===== src/hdl/md5_pkg.sv =====
// Package for the MD5 digest unit: beat types, round constants, round helpers.
// No dependencies.
`default_nettype none
package md5_pkg;

  typedef struct packed {
    logic [7:0] data_byte;
    logic       byte_present;
    logic       last;
  } md5_in_t;

  typedef struct packed {
    logic [31:0] digest_a;
    logic [31:0] digest_b;
    logic [31:0] digest_c;
    logic [31:0] digest_d;
  } md5_out_t;

  localparam logic [31:0] InitA = 32'h67452301;
  localparam logic [31:0] InitB = 32'hefcdab89;
  localparam logic [31:0] InitC = 32'h98badcfe;
  localparam logic [31:0] InitD = 32'h10325476;

  localparam logic [7:0] PadByte = 8'h80;
  localparam int unsigned QueueDepth = 2;

  typedef enum logic [2:0] {
    BkIdle,
    BkRound,
    BkPad,
    BkOut
  } md5_bk_state_e;

  function automatic logic [31:0] round_const(input logic [5:0] r);
    logic [31:0] k;
    begin
      unique case (r)
        6'd0:  k = 32'hd76aa478; 6'd1:  k = 32'he8c7b756;
        6'd2:  k = 32'h242070db; 6'd3:  k = 32'hc1bdceee;
        6'd4:  k = 32'hf57c0faf; 6'd5:  k = 32'h4787c62a;
        6'd6:  k = 32'ha8304613; 6'd7:  k = 32'hfd469501;
        6'd8:  k = 32'h698098d8; 6'd9:  k = 32'h8b44f7af;
        6'd10: k = 32'hffff5bb1; 6'd11: k = 32'h895cd7be;
        6'd12: k = 32'h6b901122; 6'd13: k = 32'hfd987193;
        6'd14: k = 32'ha679438e; 6'd15: k = 32'h49b40821;
        6'd16: k = 32'hf61e2562; 6'd17: k = 32'hc040b340;
        6'd18: k = 32'h265e5a51; 6'd19: k = 32'he9b6c7aa;
        6'd20: k = 32'hd62f105d; 6'd21: k = 32'h02441453;
        6'd22: k = 32'hd8a1e681; 6'd23: k = 32'he7d3fbc8;
        6'd24: k = 32'h21e1cde6; 6'd25: k = 32'hc33707d6;
        6'd26: k = 32'hf4d50d87; 6'd27: k = 32'h455a14ed;
        6'd28: k = 32'ha9e3e905; 6'd29: k = 32'hfcefa3f8;
        6'd30: k = 32'h676f02d9; 6'd31: k = 32'h8d2a4c8a;
        6'd32: k = 32'hfffa3942; 6'd33: k = 32'h8771f681;
        6'd34: k = 32'h6d9d6122; 6'd35: k = 32'hfde5380c;
        6'd36: k = 32'ha4beea44; 6'd37: k = 32'h4bdecfa9;
        6'd38: k = 32'hf6bb4b60; 6'd39: k = 32'hbebfbc70;
        6'd40: k = 32'h289b7ec6; 6'd41: k = 32'heaa127fa;
        6'd42: k = 32'hd4ef3085; 6'd43: k = 32'h04881d05;
        6'd44: k = 32'hd9d4d039; 6'd45: k = 32'he6db99e5;
        6'd46: k = 32'h1fa27cf8; 6'd47: k = 32'hc4ac5665;
        6'd48: k = 32'hf4292244; 6'd49: k = 32'h432aff97;
        6'd50: k = 32'hab9423a7; 6'd51: k = 32'hfc93a039;
        6'd52: k = 32'h655b59c3; 6'd53: k = 32'h8f0ccc92;
        6'd54: k = 32'hffeff47d; 6'd55: k = 32'h85845dd1;
        6'd56: k = 32'h6fa87e4f; 6'd57: k = 32'hfe2ce6e0;
        6'd58: k = 32'ha3014314; 6'd59: k = 32'h4e0811a1;
        6'd60: k = 32'hf7537e82; 6'd61: k = 32'hbd3af235;
        6'd62: k = 32'h2ad7d2bb; default: k = 32'heb86d391;
      endcase
      return k;
    end
  endfunction

  function automatic logic [4:0] rot_amount(input logic [5:0] r);
    logic [4:0] s;
    begin
      unique case ({r[5:4], r[1:0]})
        4'd0:  s = 5'd7;  4'd1:  s = 5'd12; 4'd2:  s = 5'd17; 4'd3:  s = 5'd22;
        4'd4:  s = 5'd5;  4'd5:  s = 5'd9;  4'd6:  s = 5'd14; 4'd7:  s = 5'd20;
        4'd8:  s = 5'd4;  4'd9:  s = 5'd11; 4'd10: s = 5'd16; 4'd11: s = 5'd23;
        4'd12: s = 5'd6;  4'd13: s = 5'd10; 4'd14: s = 5'd15; default: s = 5'd21;
      endcase
      return s;
    end
  endfunction

  // Message word index used by a round; the products are taken modulo 16.
  function automatic logic [3:0] word_sel(input logic [5:0] r);
    logic [3:0] g;
    logic [3:0] rl;
    begin
      rl = r[3:0];
      unique case (r[5:4])
        2'd0:    g = rl;
        2'd1:    g = 4'((rl << 2) + rl + 4'd1);
        2'd2:    g = 4'((rl << 1) + rl + 4'd5);
        default: g = 4'((rl << 3) - rl);
      endcase
      return g;
    end
  endfunction

  function automatic logic [31:0] round_fn(input logic [1:0] q, input logic [31:0] b,
                                           input logic [31:0] c, input logic [31:0] d);
    logic [31:0] f;
    begin
      unique case (q)
        2'd0:    f = (b & c) | (~b & d);
        2'd1:    f = (d & b) | (~d & c);
        2'd2:    f = b ^ c ^ d;
        default: f = c ^ (b | ~d);
      endcase
      return f;
    end
  endfunction

endpackage
`default_nettype wire


===== src/hdl/md5_queue.sv =====
// Short beat queue between the input front and the compression back end.
// Depends on md5_pkg.
`default_nettype none
module md5_queue (
  input  wire             clk_i,
  input  wire             rst_ni,
  input  md5_pkg::md5_in_t wr_data_i,
  input  wire             wr_valid_i,
  output logic            wr_ready_o,
  output md5_pkg::md5_in_t rd_data_o,
  output logic            rd_valid_o,
  input  wire             rd_ready_i
);
  import md5_pkg::*;

  md5_in_t    mem_q [QueueDepth];
  logic       wr_ptr_q, rd_ptr_q;
  logic [1:0] count_q;

  assign wr_ready_o = (count_q != 2'(QueueDepth));
  assign rd_valid_o = (count_q != 2'd0);
  assign rd_data_o  = mem_q[rd_ptr_q];

  always_ff @(posedge clk_i) begin
    if (wr_valid_i && wr_ready_o) begin
      mem_q[wr_ptr_q] <= wr_data_i;
    end
  end

  always_ff @(posedge clk_i or negedge rst_ni) begin
    if (!rst_ni) begin
      wr_ptr_q <= 1'b0;
      rd_ptr_q <= 1'b0;
      count_q  <= 2'd0;
    end else begin
      if (wr_valid_i && wr_ready_o) wr_ptr_q <= ~wr_ptr_q;
      if (rd_valid_o && rd_ready_i) rd_ptr_q <= ~rd_ptr_q;
      count_q <= count_q + 2'(wr_valid_i && wr_ready_o) - 2'(rd_valid_o && rd_ready_i);
    end
  end

  assert property (@(posedge clk_i) disable iff (!rst_ni) count_q <= 2'(QueueDepth))
    else $error("queue count overflow");
  assert property (@(posedge clk_i) disable iff (!rst_ni)
    (count_q == 2'd0) |-> !(rd_valid_o))
    else $error("read valid with empty queue");
  assert property (@(posedge clk_i) disable iff (!rst_ni)
    (rd_valid_o && !rd_ready_i && !(wr_valid_i && wr_ready_o)) |=> $stable(count_q))
    else $error("queue count moved without a beat");

endmodule
`default_nettype wire


===== src/hdl/md5_core.sv =====
// Back end: block buffer, padding, 64-round compression and result register.
// Depends on md5_pkg.
`default_nettype none
module md5_core (
  input  wire              clk_i,
  input  wire              rst_ni,
  input  md5_pkg::md5_in_t  in_data_i,
  input  wire              in_valid_i,
  output logic             in_ready_o,
  output md5_pkg::md5_out_t out_data_o,
  output logic             out_valid_o,
  input  wire              out_ready_i
);
  import md5_pkg::*;

  md5_bk_state_e state_q, state_d;
  logic [31:0] blk_q [16];
  logic [31:0] ch_q [4];
  logic [31:0] a_q, b_q, c_q, d_q;
  logic [5:0]  fill_q;
  logic [63:0] len_q;
  logic [5:0]  rnd_q;
  // pad_q: padding already placed; len_blk_q: block holding the length is running.
  logic        pad_q, len_blk_q, fin_q;
  md5_out_t    res_q;
  logic        res_valid_q;

  logic        take;
  logic [31:0] f_w, t_w, rot_w, k_w, m_w;
  logic [4:0]  s_w;
  logic [3:0]  g_w;
  logic [5:0]  fill_inc;

  assign g_w   = word_sel(rnd_q);
  assign k_w   = round_const(rnd_q);
  assign s_w   = rot_amount(rnd_q);
  assign m_w   = blk_q[g_w];
  assign f_w   = round_fn(rnd_q[5:4], b_q, c_q, d_q);
  assign t_w   = f_w + a_q + k_w + m_w;
  assign rot_w = (s_w == 5'd0) ? t_w : ((t_w << s_w) | (t_w >> (6'd32 - {1'b0, s_w})));
  assign fill_inc = fill_q + 6'd1;

  assign in_ready_o  = (state_q == BkIdle) && !res_valid_q;
  assign take        = in_valid_i && in_ready_o;
  assign out_valid_o = res_valid_q;
  assign out_data_o  = res_q;

  always_comb begin
    state_d = state_q;
    unique case (state_q)
      BkIdle: begin
        if (take) begin
          if (in_data_i.byte_present && fill_inc == 6'd0) state_d = BkRound;
          else if (in_data_i.last) state_d = BkPad;
        end
      end
      BkRound: begin
        if (rnd_q == 6'd63) begin
          if (len_blk_q) state_d = BkOut;
          else if (fin_q) state_d = BkPad;
          else state_d = BkIdle;
        end
      end
      BkPad:   state_d = BkRound;
      BkOut:   state_d = BkIdle;
      default: state_d = BkIdle;
    endcase
  end

  always_ff @(posedge clk_i or negedge rst_ni) begin
    if (!rst_ni) state_q <= BkIdle;
    else         state_q <= state_d;
  end

  // Block buffer has no reset; each byte is written before a round reads it.
  always_ff @(posedge clk_i) begin
    if (state_q == BkIdle && take && in_data_i.byte_present) begin
      unique case (fill_q[1:0])
        2'd0: blk_q[fill_q[5:2]][7:0]   <= in_data_i.data_byte;
        2'd1: blk_q[fill_q[5:2]][15:8]  <= in_data_i.data_byte;
        2'd2: blk_q[fill_q[5:2]][23:16] <= in_data_i.data_byte;
        default: blk_q[fill_q[5:2]][31:24] <= in_data_i.data_byte;
      endcase
    end else if (state_q == BkPad) begin
      for (int w = 0; w < 16; w++) begin
        logic [31:0] nw;
        nw = blk_q[w];
        for (int bb = 0; bb < 4; bb++) begin
          if (pad_q) nw[bb*8 +: 8] = 8'h00;
          else if (6'(w*4+bb) == fill_q) nw[bb*8 +: 8] = PadByte;
          else if (6'(w*4+bb) > fill_q) nw[bb*8 +: 8] = 8'h00;
        end
        if ((pad_q || fill_q < 6'd56) && w == 14) nw = len_q[31:0];
        if ((pad_q || fill_q < 6'd56) && w == 15) nw = len_q[63:32];
        blk_q[w] <= nw;
      end
    end
  end

  always_ff @(posedge clk_i) begin
    if (state_q == BkOut) begin
      res_q <= '{digest_a: ch_q[0], digest_b: ch_q[1], digest_c: ch_q[2], digest_d: ch_q[3]};
    end
  end

  always_ff @(posedge clk_i or negedge rst_ni) begin
    if (!rst_ni) begin
      ch_q[0] <= InitA; ch_q[1] <= InitB; ch_q[2] <= InitC; ch_q[3] <= InitD;
      a_q <= InitA; b_q <= InitB; c_q <= InitC; d_q <= InitD;
      fill_q <= '0; len_q <= '0; rnd_q <= '0;
      pad_q <= 1'b0; len_blk_q <= 1'b0; fin_q <= 1'b0; res_valid_q <= 1'b0;
    end else begin
      if (res_valid_q && out_ready_i) res_valid_q <= 1'b0;
      unique case (state_q)
        BkIdle: begin
          if (take) begin
            fin_q <= in_data_i.last;
            if (in_data_i.byte_present) begin
              fill_q <= fill_inc;
              len_q  <= len_q + 64'd8;
            end
          end
          a_q <= ch_q[0]; b_q <= ch_q[1]; c_q <= ch_q[2]; d_q <= ch_q[3];
          rnd_q <= '0;
        end
        BkPad: begin
          len_blk_q <= pad_q || (fill_q < 6'd56);
          pad_q     <= 1'b1;
          a_q <= ch_q[0]; b_q <= ch_q[1]; c_q <= ch_q[2]; d_q <= ch_q[3];
          rnd_q <= '0;
        end
        BkRound: begin
          rnd_q <= rnd_q + 6'd1;
          a_q <= d_q;
          d_q <= c_q;
          c_q <= b_q;
          b_q <= b_q + rot_w;
          if (rnd_q == 6'd63) begin
            ch_q[0] <= ch_q[0] + d_q;
            ch_q[1] <= ch_q[1] + b_q + rot_w;
            ch_q[2] <= ch_q[2] + b_q;
            ch_q[3] <= ch_q[3] + c_q;
            a_q <= ch_q[0] + d_q;
            b_q <= ch_q[1] + b_q + rot_w;
            c_q <= ch_q[2] + b_q;
            d_q <= ch_q[3] + c_q;
          end
        end
        BkOut: begin
          res_valid_q <= 1'b1;
          ch_q[0] <= InitA; ch_q[1] <= InitB; ch_q[2] <= InitC; ch_q[3] <= InitD;
          fill_q <= '0; len_q <= '0; pad_q <= 1'b0; len_blk_q <= 1'b0; fin_q <= 1'b0;
        end
        default: ;
      endcase
    end
  end

  assert property (@(posedge clk_i) disable iff (!rst_ni)
    (state_q == BkOut) |=> out_valid_o)
    else $error("digest not presented after final block");
  assert property (@(posedge clk_i) disable iff (!rst_ni)
    (state_q == BkRound && rnd_q != 6'd63) |=> (state_q == BkRound))
    else $error("compression left early");
  assert property (@(posedge clk_i) disable iff (!rst_ni)
    (out_valid_o && !out_ready_i) |=> $stable(res_q))
    else $error("held digest changed");

endmodule
`default_nettype wire


===== src/hdl/md5_message_digest_unit.sv =====
// Top level of the MD5 digest unit: input queue in front of the compression core.
// Depends on md5_pkg, md5_queue and md5_core.
//
//   Channel   Direction  Beat type   Handshake
//   in        input      md5_in_t    in_valid_i / in_ready_o
//   out       output     md5_out_t   out_valid_o / out_ready_i
//
// A plain byte beat is taken in the idle state; the beat that fills a 64-byte
// block then runs 64 rounds, one at a time on the single shared round unit.
// A last beat adds a padding state and 64 rounds per final block (one or two),
// then the output state loads the digest register.
// The two-entry queue takes up to two beats while the core works or a digest waits.
// Reset is asynchronous and active low; it loads the MD5 initial chaining words.
`default_nettype none
module md5_message_digest_unit (
  input  wire              clk_i,
  input  wire              rst_ni,
  input  md5_pkg::md5_in_t  in_data_i,
  input  wire              in_valid_i,
  output logic             in_ready_o,
  output md5_pkg::md5_out_t out_data_o,
  output logic             out_valid_o,
  input  wire              out_ready_i
);
  import md5_pkg::*;

  md5_in_t q_data;
  logic    q_valid, q_ready;

  // Front: buffer up to two beats while the core compresses a block or holds a digest.
  md5_queue u_queue (
    .clk_i, .rst_ni,
    .wr_data_i(in_data_i), .wr_valid_i(in_valid_i), .wr_ready_o(in_ready_o),
    .rd_data_o(q_data), .rd_valid_o(q_valid), .rd_ready_i(q_ready)
  );

  // Back: packing, padding and the round loop.
  md5_core u_core (
    .clk_i, .rst_ni,
    .in_data_i(q_data), .in_valid_i(q_valid), .in_ready_o(q_ready),
    .out_data_o, .out_valid_o, .out_ready_i
  );

endmodule
`default_nettype wire

===== config.mk =====
export PLATFORM = sky130hd
export DESIGN_NAME = md5_message_digest_unit
export DESIGN_NICKNAME = d
export VERILOG_FILES = /design/src/hdl/md5_pkg.sv /design/src/hdl/md5_queue.sv /design/src/hdl/md5_core.sv /design/src/hdl/md5_message_digest_unit.sv
export SDC_FILE = /design/constraint.sdc
export NUM_CORES = 2
export LEC_CHECK = 0
export BUFFER_PORTS_ARGS = -buffer_cell sky130_fd_sc_hd__buf_4
export CAP_MARGIN = 20
export CORE_MARGIN = 2
export CORE_UTILIZATION = 43
export CTS_CLUSTER_SIZE = 40
export DETAILED_ROUTE_END_ITERATION = 12
export PLACE_DENSITY = 0.63
export SYNTH_ARGS = -nofsm -noshare
export SYNTH_HDL_FRONTEND = slang
export SYNTH_SLANG_ARGS = --single-unit

===== constraint.sdc =====
create_clock -name clk_i -period 17.4 [get_ports clk_i]
set_input_delay 3.48 -clock clk_i [delete_from_list [all_inputs] [get_ports clk_i]]
set_output_delay 3.48 -clock clk_i [all_outputs]
set_load 0.005 [all_outputs]

; ---- Word-level counts from Yosys, hierarchy flattened
; Memories as Yosys holds them, arrays and structs flattened.
; Index checks and enable logic that the tools add are counted.
[word_totals]
register_bits = 471
inputBits = 14
mem_bits_rw = 532
word_cells = 724
mem_count = 4
out_inout_bits = 130
rom_bits = 2128
[op_classes]
n_addsub = 20
shift = 2
n_eq_ne = 140
bitwise = 15
reduce_logical = 92
n_lt_le_gt_ge = 65
muxes = 363
[memory_table]
columns = name, words, word_bits, read_ports, rd_clocked_by_memory_dff, wr, line_no
row1 = (name not given), 64, 32, 1, 0, 0, md5_pkg.sv:37  ; unique case (r)
row2 = u_core.blk_q, 16, 32, 1, 0, 16, md5_core.sv:17  ; logic [31:0] blk_q [16];
row3 = (name not given), 16, 5, 1, 0, 0, md5_pkg.sv:78  ; unique case ({r[5:4], r[1:0]})
row4 = u_queue.mem_q, 2, 10, 1, 0, 1, md5_queue.sv:16  ; md5_in_t mem_q [QueueDepth];
[op_table]
columns = op, count
row1 = two-way mux 8 bit, 304
row2 = two-way mux 32 bit, 12
row3 = adder 32 bit, 9
row4 = inequality test 5 bit (second input constant), 56
row5 = one-hot mux 128 bit (2 select lines), 1
row6 = one-hot mux 32 bit (2 select lines), 4
row7 = == test 6 bit (first input constant), 32
row8 = greater-than comparator 6 bit (first input constant), 32
row9 = AND reduction 2 bit, 66
row10 = AND 32 bit, 4
row11 = two-way mux 128 bit, 1
row12 = two-way mux 64 bit, 2
row13 = OR 32 bit, 4
row14 = one-hot mux 64 bit (2 select lines), 1
row15 = == test 5 x 6 -> 1 bit (first input constant), 16
row16 = greater-than comparator 5 x 6 -> 1 bit (first input constant), 16
row17 = one-hot mux 32 bit (3 select lines), 1
row18 = XOR 32 bit, 3
row19 = adder 64 x 4 -> 64 bit (second input constant), 1
row20 = NOT 32 bit, 2
row21 = == test 4 x 6 -> 1 bit (first input constant), 8
row22 = greater-than comparator 4 x 6 -> 1 bit (first input constant), 8
row23 = inequality test 6 bit (second input constant), 8
row24 = OR reduction 32 bit, 1
row25 = 46 further kinds, 105

; ---- Depth between registers and ports, before layout
[logic_depth]
ltp_word = 13
ltp_mapped = 51
mapped_depth_nobuf = 47

; ---- Modules after synthesis
; A second synthesis with hierarchy kept.
[unflattened]
hier_cells = 7341
hier_area_um2 = 63608.5
[by_module_without_submodules]
columns = module, cells_each, seq_area_each_um2, area_per_inst_um2, instances
row1 = md5_core, 7293, 23837.9, 62691.4, 1
row2 = md5_queue, 48, 700.7, 917.1, 1

; ---- Least setup slack after synthesis
; No wires, ideal clock.
[synth_timing]
path_kind = reg-to-reg
from = reg u_core.rnd_q[2]
to = reg u_core.b_q[31]
slack_ns = 5.963
synth_period_minus_slack_ns = 11.437
arrival_ns = 11.341
required_time_ns = 17.304
path_stages_with_launch = 49
path_cell_list = dfrtp_1 inv_1 clkbuf_1 clkbuf_1 buf_1 ha_1 fa_1 inv_1 mux4_2 buf_2 clkbuf_1 and2_1 a211oi_1 a31oi_1 fa_1 inv_1 fa_1 inv_1 [... 13 more ...] and2_1 o31a_1 fa_1 ha_1 inv_1 fa_1 nor2b_1 o31a_1 o41ai_1 o22ai_1 a2111oi_0 o31ai_1 a22oi_1 a21oi_1 xnor2_1 nor2_1 a221oi_1 o211ai_1
[synth_via]
elab_chain_len = 11
[synth_lines]
columns = element, line_no
row1 = from (decl), md5_core.sv:22  ; logic [5:0] rnd_q;
row2 = from (signal assigned), md5_core.sv:133  ; rnd_q <= rnd_q + 6'd1;
row3 = "adder 4 bit, on equally long branches", "md5_pkg.sv:97, md5_pkg.sv:96"
row4 = adder 4 x 3 -> 4 bit / adder 4 x 1 -> 4 bit (equally long branches), "md5_pkg.sv:97, md5_pkg.sv:96"
row5 = one-hot mux 4 bit (3 select lines), md5_pkg.sv:94  ; unique case (r[5:4])
row6 = memory read (16 x 32 bit), --
row7 = adder 32 bit, md5_core.sv:39  ; assign t_w = f_w + a_q + k_w + m_w;
row8 = right shift 32 x 6 -> 32 bit / left shift 32 x 5 -> 32 bit (equally long branches), md5_core.sv:40  ; assign rot_w = (s_w == 5'd0) ? t_w : ((t_w << s_w) | (t_w >> (6'd32 - {1'b0, s_w})));
row9 = OR 32 bit, md5_core.sv:40
row10 = two-way mux 32 bit, md5_core.sv:40
row11 = "adder 32 bit, on equally long branches", "md5_core.sv:137, md5_core.sv:144"
row12 = two-way mux 32 bit *, md5_core.sv:138  ; if (rnd_q == 6'd63) begin
row13 = one-hot mux 32 bit (2 select lines) *, md5_core.sv:114  ; unique case (state_q)
row14 = to (signal assigned), md5_core.sv:123  ; a_q <= ch_q[0]; b_q <= ch_q[1]; c_q <= ch_q[2]; d_q <= ch_q[3];
row15 = to (signal assigned), md5_core.sv:137  ; b_q <= b_q + rot_w;
row16 = to (signal assigned), md5_core.sv:144  ; b_q <= ch_q[1] + b_q + rot_w;
row17 = to (decl), md5_core.sv:19  ; logic [31:0] a_q, b_q, c_q, d_q;
; Every way passes the cells marked *; elsewhere a longest branch is shown, timed or not.
; A chain may end at the register's enable or synchronous reset.

; ---- Worst setup path in the final report
[layout_timing]
from = reg u_core.rnd_q[0]
to = reg u_core.b_q[31]
; The elaborated chain is that of the path after synthesis.

==> out/qor.csv <==
metric,value,unit
library_cell_with_the_highest_instance_count_after_synthesis,sky130_fd_sc_hd__nand2_1,
worst-setup-path-type,flop to flop,
yosysWarningCount,0,
placement.io_buffers,143,
detail-route-antenna-nets,0,
cts.sinks,999,
hold-worst-slack,0.4409,ns
yosysSeqAreaShare,0.3851,
hold_path_class,flop to flop,
setup.worst_path.end_class,flop,
drcViolationCount,0,
global_route_wire_length_before_repair,358800,um
synthToLayoutAreaGrowth,10.06,%
grt_start_max_net_pins,142,
grt.total_usage,0.3145,
crit_arrival,14.26,ns
vias_in_the_first_global_route,53530,
route.vias.total,56840,
cts_setup_buffers,0,
max_stage_delay,0.70,ns
synthArstFlopShare,0.3393,
reg2reg_slack,3.77,ns
clk_pin_slew,0.06,ns
cts_hold_buffers,0,
final_nets,7392,
grt_setup_unrepaired,false,
viasPerCell,6.264,
num_io_pins,144,
gp_congestion,0.9821,
layout-drive-gt1-share,0.1164,
timing.fmax,73.38,MHz
hold_path_depth,0,
synth_ff_type,sky130_fd_sc_hd__dfxtp_1,
synth-edff-count,268,
root_buffer,sky130_fd_sc_hd__clkbuf_16,
fp.coreArea,147500,um2
cp_data_required_time,18.03,ns
timing.setup.tns,0,ns
synthesis.nets,7498,
cts-buffers-inserted,106,
timing.critical_path.fanout_max,40,
clock_tree_from_tritoncts,done,
synth-seq-cells,999,
syn-cell-area,63720,um2
hold_violations,0,
die_w,388.9,um
synthesis.instances,7159,
critical_path.slowest_cell,sky130_fd_sc_hd__ha_1,
drt_first_iter_violations,6467,
hpwlAfterDp,178900,um
grt_overflow,0,
core.rowCount,141,
status,finished clean,
synth_top_cell_area_share,0.1263,
die-area,151300,um2
synth.top_cells.by_count,"sky130_fd_sc_hd__nand2_1 (853), sky130_fd_sc_hd__nor2_1 (735), sky130_fd_sc_hd__o21ai_0 (648)",
avgSynthCellArea,8.900,um2
floorplan.die.height,388.9,um
synth_cell_types,108,
htree_levels,3,
antenna_found_initial,8,
drt-pass1-iter-count,9,
post_cts_resize_count,0,
route.detailed.wl_per_inst,26.89,um
layout_worst_path_cycle_share,0.7832,
clock_period_minus_final_worst_setup_slack,13.63,ns
cts-root-to-sink-buffers,3,
setup_violations,0,
finalMaxSlewViolations,0,
post-synth-top-area-cell,sky130_fd_sc_hd__edfxtp_1,
number_of_antenna_cells_inserted,0,
synth.area.top_cells,"sky130_fd_sc_hd__edfxtp_1 (13%), sky130_fd_sc_hd__dfxtp_1 (12%), sky130_fd_sc_hd__dfrtp_1 (8.3%)",
routed_wl,244000,um
cp-start-kind,flop,
maxCapViolCount,0,
clk_latency,0.79,ns
worst_slew_pin_slew,1.195,ns
worst-r2r-cell-count,44,
fillCellCount,14020,
max-slew-margin-rel,0.1977,
initial_core_util,0.4320,
final.setup_skew,0.07390,ns
==> through the flow <==
step	util	instances	cell area (um2)	setup WS [ns]
2_1_floorplan	-	7159	63720	5.963
3_3_place_gp	0.4504	8858	66430	4.368
3_5_place_dp	0.4506	8860	66450	4.084
4_1_cts	0.4747	9060	70000	3.991
5_1_grt	0.4755	9075	70130	2.905
6_report	0.4755	9075	70130	3.772
==> worst max-delay path: cells and delay by family, from the launching register on <==
family	cells	cell delay, ns
muxes	2	0.91
AOI/OAI and AO/OA	22	6.30
xor gates and xnor gates	2	0.58
adders and majority gates	7	3.05
and+or+nand+nor	5	0.61
buffers and inverters	6	1.65
DFF	1	0.32
==> state kept, by name, summed over array words and instances, names as in the netlist, 2 cells and up <==
signal             flops
u_core.a_q            32
u_core.b_q            32
u_core.blk_q         512
u_core.c_q            32
u_core.ch_q          128
u_core.d_q            32
u_core.fill_q          6
u_core.len_q          61
u_core.out_data_o    128
u_core.rnd_q           6
u_core.state_q         2
u_queue.count_q        2
u_queue.mem_q         20
==> layout by cell type (no fill, tap or decap), types with 32 or more instances in the layout <==
master,count
sky130_fd_sc_hd__mux4_2,145
sky130_fd_sc_hd__nand2b_1,57
sky130_fd_sc_hd__a22o_1,109
sky130_fd_sc_hd__nand2_1,852
sky130_fd_sc_hd__and3_1,47
sky130_fd_sc_hd__a31oi_1,134
sky130_fd_sc_hd__nand3_1,144
sky130_fd_sc_hd__fa_1,100
sky130_fd_sc_hd__dfstp_2,128
sky130_fd_sc_hd__a211oi_1,302
sky130_fd_sc_hd__dfrtp_1,207
sky130_fd_sc_hd__buf_4,236
sky130_fd_sc_hd__nor2_1,731
sky130_fd_sc_hd__o22ai_1,42
sky130_fd_sc_hd__ha_1,220
sky130_fd_sc_hd__edfxtp_1,268
sky130_fd_sc_hd__or3_1,32
sky130_fd_sc_hd__o21ai_0,648
sky130_fd_sc_hd__inv_1,384
sky130_fd_sc_hd__a21o_1,99
sky130_fd_sc_hd__nor3_1,85
sky130_fd_sc_hd__and2_1,62
sky130_fd_sc_hd__o211ai_1,76
sky130_fd_sc_hd__xor2_1,104
sky130_fd_sc_hd__clkbuf_16,107
sky130_fd_sc_hd__or2_2,37
sky130_fd_sc_hd__mux2i_1,93
sky130_fd_sc_hd__nor2b_1,51
sky130_fd_sc_hd__a21oi_1,428
sky130_fd_sc_hd__dfxtp_1,392
sky130_fd_sc_hd__xnor2_1,156
sky130_fd_sc_hd__o21a_1,47
==> cells by family after synthesis <==
family	synth area share
fa+ha+maj	0.07717
simple gates	0.1472
xor+xnor	0.03690
mux	0.07431
flops	0.3851
buf+inv	0.05117
compound gates	0.2281
==> cell type report <==
cell class                      count  area (um2)  share of cell area
Clock buffer                      143        2974             0.04241
Clock inverter                     57       576.8            0.008225
Inverter                          394        1479             0.02109
Multi-Input combinational cell   5303       36180              0.5160
Sequential cell                   999       24550              0.3501
Tap cell                         1930        2415             0.03443
Timing Repair Buffer              249        1949             0.02780
==> routing by layer <==
metal	track usage	routed length [um]
met1	0.4130	97560
met4	0.1583	14420
met2	0.5027	111300
met5	0	38
met3	0.05138	20650
==> worst paths after layout <==
check	endpoint	from
max	u_core.b_q[31]$_DFFE_PN1P_	u_core.rnd_q[0]$_DFFE_PN0P_
min	u_core.out_data_o[78]$_DFFE_PP_	u_core.ch_q[78]$_DFFE_PN0P_
max reg2reg	u_core.b_q[31]$_DFFE_PN1P_	u_core.rnd_q[0]$_DFFE_PN0P_
min reg2reg	u_core.out_data_o[78]$_DFFE_PP_	u_core.ch_q[78]$_DFFE_PN0P_
max in group asynchronous	u_core.len_q[50]$_DFFE_PN0P_	rst_ni
min in group asynchronous	u_core.ch_q[0]$_DFFE_PN0P_	rst_ni
Power is left out: the tool's default activity adds up to more than one toggle a clock period on the data nets, which glitch-free logic cannot reach.
